<file path="src/rtl/cdh_pkg.sv">
// Shared types and constants for the category distance histogram.
package cdh_pkg;

    // Field widths fixed by the interface.
    localparam int COORD_W   = 24;
    localparam int DIST_W    = 25;
    localparam int BWID_W    = 20;
    localparam int NBIN_W    = 7;
    localparam int CAT_W     = 4;
    localparam int RBIN_W    = 6;
    localparam int OUT_CNT_W = 16;

    // Internal arithmetic widths.
    localparam int SQ_W   = 2 * COORD_W;
    localparam int RAD_W  = 2 * DIST_W;
    localparam int REM_W  = DIST_W + 4;
    localparam int STEP_W = 5;

    // One result bit per step for both the root and the quotient.
    localparam int SQRT_STEPS = DIST_W;
    localparam int DIV_STEPS  = DIST_W;

    // Largest bin number that the result port shows.
    localparam logic [RBIN_W-1:0] BIN_SAT = {RBIN_W{1'b1}};

    // Command opcodes.
    localparam logic [1:0] OP_ADD   = 2'd0;
    localparam logic [1:0] OP_READ  = 2'd1;
    localparam logic [1:0] OP_CLEAR = 2'd2;
    localparam logic [1:0] OP_NONE  = 2'd3;

    // Register indexes on the configuration port.
    localparam logic [1:0] REG_CENTER_X    = 2'd0;
    localparam logic [1:0] REG_CENTER_Y    = 2'd1;
    localparam logic [1:0] REG_BIN_WIDTH   = 2'd2;
    localparam logic [1:0] REG_BINS_IN_USE = 2'd3;

    // Result of the distance unit, handed to the control sequencer.
    typedef struct packed {
        logic              done;
        logic [DIST_W-1:0] dist_val;
        logic [DIST_W-1:0] quot;
    } cdh_unit_res_t;

endpackage

</file>
<file path="src/rtl/cdh_dist_unit.sv">
// Distance and bin unit: shared multiplier, then root and division on one shared subtractor.
module cdh_dist_unit
    import cdh_pkg::*;
(
    input  logic                      clk,
    input  logic                      rst_n,
    input  logic                      start,
    input  logic signed [COORD_W-1:0] site_x,
    input  logic signed [COORD_W-1:0] site_y,
    input  logic signed [COORD_W-1:0] center_x,
    input  logic signed [COORD_W-1:0] center_y,
    input  logic [BWID_W-1:0]         bin_width,
    output cdh_unit_res_t             res
);

    localparam logic [2:0] U_IDLE = 3'd0;
    localparam logic [2:0] U_SQX  = 3'd1;
    localparam logic [2:0] U_SQY  = 3'd2;
    localparam logic [2:0] U_SUM  = 3'd3;
    localparam logic [2:0] U_SQRT = 3'd4;
    localparam logic [2:0] U_DIV  = 3'd5;

    logic [2:0]         state_reg, state_next;
    logic [COORD_W-1:0] dx_reg, dx_next;
    logic [COORD_W-1:0] dy_reg, dy_next;
    logic [BWID_W-1:0]  w_reg, w_next;
    logic [SQ_W-1:0]    prod_reg, prod_next;
    logic [SQ_W-1:0]    acc_reg, acc_next;
    logic [RAD_W-1:0]   rad_reg, rad_next;
    logic [REM_W-1:0]   rem_reg, rem_next;
    logic [DIST_W-1:0]  root_reg, root_next;
    logic [DIST_W-1:0]  dist_reg, dist_next;
    logic [STEP_W-1:0]  step_reg, step_next;
    logic               done_reg, done_next;

    logic [COORD_W:0]   diff_x, diff_y;
    logic [COORD_W-1:0] abs_x, abs_y;
    logic [COORD_W-1:0] mul_op;
    logic [SQ_W-1:0]    mul_a, mul_res;
    logic [REM_W-1:0]   sub_a, sub_b;
    logic [REM_W:0]     sub_res;
    logic               sub_ok;
    logic [DIST_W-1:0]  root_shift;

    // Absolute coordinate differences, taken when the unit starts.
    assign diff_x = {site_x[COORD_W-1], site_x} - {center_x[COORD_W-1], center_x};
    assign diff_y = {site_y[COORD_W-1], site_y} - {center_y[COORD_W-1], center_y};
    assign abs_x  = diff_x[COORD_W] ? COORD_W'(-diff_x) : diff_x[COORD_W-1:0];
    assign abs_y  = diff_y[COORD_W] ? COORD_W'(-diff_y) : diff_y[COORD_W-1:0];

    // The one multiplier squares dx, then dy.
    assign mul_op  = (state_reg == U_SQX) ? dx_reg : dy_reg;
    assign mul_a   = SQ_W'(mul_op);
    assign mul_res = mul_a * mul_a;

    // The one subtractor serves the root steps and the division steps.
    always_comb
    begin
        if (state_reg == U_DIV)
        begin
            sub_a = {rem_reg[REM_W-2:0], root_reg[DIST_W-1]};
            sub_b = REM_W'(w_reg);
        end
        else
        begin
            sub_a = {rem_reg[REM_W-3:0], rad_reg[RAD_W-1 -: 2]};
            sub_b = REM_W'({root_reg, 2'b01});
        end
    end

    assign sub_res    = {1'b0, sub_a} - {1'b0, sub_b};
    assign sub_ok     = !sub_res[REM_W];
    assign root_shift = {root_reg[DIST_W-2:0], sub_ok};

    // Sequencer.
    always_comb
    begin
        state_next = state_reg;
        dx_next    = dx_reg;
        dy_next    = dy_reg;
        w_next     = w_reg;
        prod_next  = prod_reg;
        acc_next   = acc_reg;
        rad_next   = rad_reg;
        rem_next   = rem_reg;
        root_next  = root_reg;
        dist_next  = dist_reg;
        step_next  = step_reg;
        done_next  = 1'b0;
        unique case (state_reg)
            U_IDLE:
            begin
                if (start)
                begin
                    dx_next    = abs_x;
                    dy_next    = abs_y;
                    w_next     = (bin_width == '0) ? BWID_W'(1) : bin_width;
                    state_next = U_SQX;
                end
            end
            U_SQX:
            begin
                prod_next  = mul_res;
                state_next = U_SQY;
            end
            U_SQY:
            begin
                acc_next   = prod_reg;
                prod_next  = mul_res;
                state_next = U_SUM;
            end
            U_SUM:
            begin
                rad_next   = RAD_W'({1'b0, acc_reg} + {1'b0, prod_reg});
                rem_next   = '0;
                root_next  = '0;
                step_next  = '0;
                state_next = U_SQRT;
            end
            U_SQRT:
            begin
                rem_next  = sub_ok ? sub_res[REM_W-1:0] : sub_a;
                root_next = root_shift;
                rad_next  = {rad_reg[RAD_W-3:0], 2'b00};
                step_next = step_reg + STEP_W'(1);
                if (step_reg == STEP_W'(SQRT_STEPS - 1))
                begin
                    dist_next  = root_shift;
                    rem_next   = '0;
                    step_next  = '0;
                    state_next = U_DIV;
                end
            end
            U_DIV:
            begin
                rem_next  = sub_ok ? sub_res[REM_W-1:0] : sub_a;
                root_next = root_shift;
                step_next = step_reg + STEP_W'(1);
                if (step_reg == STEP_W'(DIV_STEPS - 1))
                begin
                    done_next  = 1'b1;
                    state_next = U_IDLE;
                end
            end
            default:
            begin
                state_next = U_IDLE;
            end
        endcase
    end

    // Control state.
    always_ff @(posedge clk or negedge rst_n)
    begin
        if (!rst_n)
        begin
            state_reg <= U_IDLE;
            step_reg  <= '0;
            done_reg  <= 1'b0;
        end
        else
        begin
            state_reg <= state_next;
            step_reg  <= step_next;
            done_reg  <= done_next;
        end
    end

    // Datapath registers.
    always_ff @(posedge clk)
    begin
        dx_reg   <= dx_next;
        dy_reg   <= dy_next;
        w_reg    <= w_next;
        prod_reg <= prod_next;
        acc_reg  <= acc_next;
        rad_reg  <= rad_next;
        rem_reg  <= rem_next;
        root_reg <= root_next;
        dist_reg <= dist_next;
    end

    assign res.done     = done_reg;
    assign res.dist_val = dist_reg;
    assign res.quot     = root_reg;

endmodule

</file>
<file path="config.mk">
export PLATFORM = sky130hd
export DESIGN_NAME = cdh_dist_unit
export DESIGN_NICKNAME = d
export VERILOG_FILES = /design/src/rtl/cdh_pkg.sv /design/src/rtl/cdh_dist_unit.sv
export SDC_FILE = /design/constraint.sdc
export NUM_CORES = 2
export LEC_CHECK = 0
export ABC_CLOCK_PERIOD_IN_PS = 10800
export BUFFER_PORTS_ARGS = -buffer_cell sky130_fd_sc_hd__buf_4
export CORE_MARGIN = 5
export CORE_UTILIZATION = 40
export CTS_BUF_LIST = sky130_fd_sc_hd__clkbuf_2 sky130_fd_sc_hd__clkbuf_4 sky130_fd_sc_hd__clkbuf_8
export DETAILED_ROUTE_END_ITERATION = 7
export GPL_TIMING_DRIVEN = 0
export PLACE_DENSITY = 0.56
export SLEW_MARGIN = 30
export SYNTH_ARGS = -nofsm -noshare
export SYNTH_HDL_FRONTEND = slang
export SYNTH_SLANG_ARGS = --single-unit
export TNS_END_PERCENT = 5
</file>
<file path="constraint.sdc">
create_clock -name clk -period 10.8 [get_ports clk]
set_input_delay 2.16 -clock clk [delete_from_list [all_inputs] [get_ports clk]]
set_output_delay 2.16 -clock clk [all_outputs]
set_load 0.05 [all_outputs]
</file>
* After elaboration in Yosys (flattened, before gate mapping) *
Cells that the tools add are included.

storage, ports and cells
  register bits = 301
  input bits = 119
  output and inout bits = 51
  logic and storage cells = 58

cells by class
  add/subtract/negate cells = 7
  $mul = 1
  equality and inequality tests = 9
  multiplexer cells = 18
  reductions and logical operators = 11

operator list
  kind                   count
  $pmux W50 S2           1
  $pmux W28 S3           1
  $mux W24               3
  $mux W28               2
  $pmux W25 S2           1
  $sub A24 B24 Y25       2
  $add A48 B48 Y49       1
  $mul A24 B24 Y48       1
  $neg A24 Y24           2
  $sub A29 B27 Y30       1
  $mux W29               1
  $mux W27               1
  $logic_not A20 Y1      1
  $pmux W3 S6            1
  $pmux W5 S3            1
  $mux W3                3
  $eq A3 B2 Y1 const B   2
  $eq A3 B3 Y1 const B   2
  $add A5 B1 Y5 const B  1
  $eq A5 B5 Y1 const B   1
  $mux W5                1
  $ne A2 B2 Y1 const B   2
  $reduce_and A2 Y1      2
  $reduce_bool A2 Y1     2
  8 further kinds        10

* Logic depth before layout (Yosys ltp) *
  word-level depth = 6
  depth in mapped cells = 33
  gate-level depth less buffers = 31

* Least setup slack after synthesis *
No wires, ideal clock.

  path type = input-to-reg
  start point = input port start
  end point = register dx_reg[0] (enable)
  setup time = 685 ps
  data arrival time = 9048 ps
  required time = 10115 ps
  path slack = 1067 ps
  cell stages on the path = 1
  path buffers = 0
  path through = nor4b_1

on the way
  longest elaborated chain between the ends = 1

ends and longest elaborated chain
  item                                RTL line              text
  from (decl)                         cdh_dist_unit.sv:7    input logic start,
  $reduce_and A2 Y1 (no source line)  --
  to (signal assigned)                cdh_dist_unit.sv:172  dx_reg <= dx_next;
  to (decl)                           cdh_dist_unit.sv:24   logic [COORD_W-1:0] dx_reg, dx_next;

Every way passes these cells.
A chain may end at the register's enable or synchronous reset.

* Worst setup path after layout *
  start point = register state_reg[2]
  end point = register prod_reg[44], data pin

on the way
  longest elaborated chain between the ends = 3

ends and longest elaborated chain
  item                    RTL line              text
  from (decl)             cdh_dist_unit.sv:23   logic [2:0] state_reg, state_next;
  from (signal assigned)  cdh_dist_unit.sv:163  state_reg <= state_next;
  $eq A3 B1 Y1            cdh_dist_unit.sv:52   assign mul_op = (state_reg == U_SQX) ? dx_reg : dy_reg;
  $mux W24                cdh_dist_unit.sv:52
  $mul A24 B24 Y48        cdh_dist_unit.sv:54   assign mul_res = mul_a * mul_a;
  net mul_res[44]         cdh_dist_unit.sv:39   logic [SQ_W-1:0] mul_a, mul_res;
  to (signal assigned)    cdh_dist_unit.sv:175  prod_reg <= prod_next;
  to (decl)               cdh_dist_unit.sv:27   logic [SQ_W-1:0] prod_reg, prod_next;

The timed path passes the listed nets, and every way through them passes these cells.

==> summary.txt <==
Synthesis
  – Cells after Synth: 3430
  – Post-synthesis sequential area ratio: 0.263
  – Post-synth EDFFs: between 200 and 300
  – Synth Area per Inst: roughly 10 um2
  – Post-Syn Area: approximately 34000 um2
  – Syn nets: roughly 4300
  – Distinct cells, synth: 87
  – Ys Warns: 0
  – Ys flop type: edfxtp_1
  – FF+latch count, synth: 299
  – Async SR Flop Fraction: 0.0301

Power
  – Flop pwr share: 0.392
  – Sw Share: 0.322
  – Clock network power share: 0.306
  – Switching power: ~1200 uW
  – PD cells: about 99 nW/um2
  – VDD IR max: about 110 uV
  – Leakage: around 0.018 uW
  – Comb power frac: 0.303
  – Power Internal: 2560 uW

Die
  – Top Ports: 170
  – Rows: between 100 and 150
  – Die width: approximately 300 um
  – Die area: slightly above 90000 um2
  – Core ar.: 84000 um2
  – Chip height: 301 um
  – Initial core utilization: 0.404

Cells and area
  – Synth-to-Final Area Change: 12.2%
  – Fillers: 8136
  – Nets@finish: between 4000 and 5000
  – Final Util: 0.454
  – Design area: between 30000 and 40000 um2
  – Fin cells: between 4000 and 5000
  – Largest register FFs: 50
  – Ratio of cells with drive above 1 in the final layout: 0.108
  – Most frequent cells in the layout: 649 x inv_1, 426 x fa_1, 293 x ha_1, 290 x edfxtp_1, 284 x nor2_1
  – Most common cell after layout, fill and taps aside: inv_1

Min path
  – Type of the worst min-delay path: register to register

Setup path
  – Data arrival, critical path: between 10 and 15 ns
  – Reg-to-Reg Start: state_reg[2]
  – CP max FO: 10
  – Slowest CP cell: mux2i_2
  – Worst Path Required: about 11 ns
  – Critical path class: register to register
  – Top cell by count, worst path: fa_1
  – Flop-to-flop setup slack: approximately 0.57 ns
  – Slowest stage delay, CP: ~0.8 ns
  – Startpoint types: register
  – FF-to-FF End: prod_reg[44]
  – CP Capture Type: register
  – CP top delay family: adder cells
  – Crit. path cell count: 30
  – Reg2Reg Depth: 30
  – Crit path from: state_reg[2]
  – Crit path capture: prod_reg[44]
  – Worst Path Buf+Inv: 8

Clock network
  – Clock buffer depth: 3
  – # H-tree levels: 2
  – Reg clk slew, reported paths: about 0.06 ns
  – CTS root buffer: clkbuf_8
  – Hold bufs inserted after CTS: 0
  – Cts bufs inserted: 55
  – Clk sinks: 299
  – Worst-Skew Late Latency: 0.68 ns
  – CTS tree: yes

Routing
  – Antenna viol nets, final: 0
  – Via density: 4.98
  – DRT Pass-1 Iters: 5
  – DR WL/cell: 17.5 um
  – Starting DRT DRC Count: around 1300
  – DR DRC count: 0
  – Vias: about 24000
  – Final wirelength: about 85 mm

Timing
  – Period Utilization, post-route: 0.947
  – Hold Violations, Final: 0
  – Final slew viol count: 0
  – Final setup fails: 0
  – Max Clock Skew: between 0.06 and 0.07 ns
  – FMAX: about 98 MHz
  – Setup slack after layout: about 0.57 ns
  – Worst slew pin tran: roughly 0.90 ns
  – RSZ-0062 raised after global routing: false
  – Hold WS: 0.429 ns
  – Rel. slew slack: 0.386
  – Fin crit period: roughly 10 ns

GRT
  – Vias in the first global route: ~25000
  – GRT overflow: 0
  – First-pass GRT wire length: ~140 mm
  – Total GRT Usage: 0.188
  – Pin count of the biggest net entering global routing: a little over 50
  – Initial antenna violation count: 2

Place
  – Placed cell areas: between 30000 and 40000 um2
  – DPL Wire Length: roughly 70 mm
  – # placed instances: about 4700
  – Global placer's final weighted congestion: about 0.94
  – Place WS: -0.633 ns
  – PortBufs: roughly 170

Status
  – Outcome: complete, no violations

Run
  – Max_cap viols: 0
[area by class of cell]
type | instances | area, um2 | share of cell area
antenna | 1 | 2.50 | 0.0000657
buffer | 108 | 449 | 0.0118
clock buffer | 72 | 885 | 0.0232
clock inverter | 29 | 280 | 0.00736
inverter | 660 | 2480 | 0.0652
multi-input combinational | 2360 | 22200 | 0.583
sequential | 299 | 8930 | 0.235
tap | 1134 | 1420 | 0.0373
timing repair buffer | 187 | 1420 | 0.0374
[repair_timing]
action	CTS	global route
resized for setup	13	26
cloned	0	0
setup buffers	0	3
endpoints found under the setup margin	7	5
[synth_stat cells, drive strengths merged (10+ instances only)]
cell | count | area (um2)
and2 | 41 | 257
xor2 | 73 | 639
a31oi | 23 | 150
and3 | 19 | 119
a21o | 76 | 578
nor4 | 10 | 83.8
fa | 426 | 8530
mux2i | 50 | 500
buf | 19 | 86.3
inv | 654 | 2450
clkbuf | 92 | 347
or2 | 10 | 62.6
o21bai | 22 | 176
ha | 293 | 3670
mux2 | 43 | 484
a21oi | 182 | 915
edfxtp | 290 | 8710
xnor2 | 121 | 1060
o21ai | 109 | 546
nand2 | 272 | 1020
o21a | 18 | 135
a211oi | 18 | 145
nor2b | 27 | 169
o31ai | 16 | 120
nand4 | 22 | 138
nor3 | 22 | 110
or3 | 16 | 105
nand3 | 34 | 170
nand2b | 18 | 113
nor2 | 285 | 1070
[routing by layer]
layer,track usage,routed length [um]
met2,0.311,39300
met1,0.254,38200
met3,0.0319,4380
met5,0,7
met4,0.0575,2870
[power by group through the flow]
stage	sequential (uW)	clock (uW)	combinational, uW
finish	1480	1150	1140
CTS	1480	1200	1150
floorplan	1560	0	804
global route	1490	1250	1280
global placement	1500	0	1130
detailed placement	1500	0	1140
[worst min-delay path by stage]
stage | from | end | depth (start not counted)
floorplan | prod_reg[0] | acc_reg[0] | 0
global placement | prod_reg[34] | acc_reg[34] | 0
detailed placement | prod_reg[8] | acc_reg[8] | 0
CTS | prod_reg[44] | acc_reg[44] | 0
global route | prod_reg[44] | acc_reg[44] | 0
finish | prod_reg[44] | acc_reg[44] | 0
[logic make-up (layout without fill, tap and decap cells)]
group	after synthesis	in the layout	synth area share
AND/OR/NAND/NOR	805	805	0.108
buffers and inverters	771	1056	0.0858
adder cells (fa/ha/maj)	719	719	0.359
AO/OA/AOI/OAI	549	549	0.105
flip-flops	299	299	0.263
XOR/XNOR	194	194	0.0501
multiplexers	93	93	0.0290
other	0	1	0
[through the flow]
step           total power, uW  setup TNS [ns]
6_report                  3780               0
5_1_grt                   4020               0
4_1_cts                   3830               0
3_5_place_dp              2640           -1.97
3_3_place_gp              2630         -198.16
2_1_floorplan             2370               0
No activity file was read; power rests on OpenSTA's default activity.
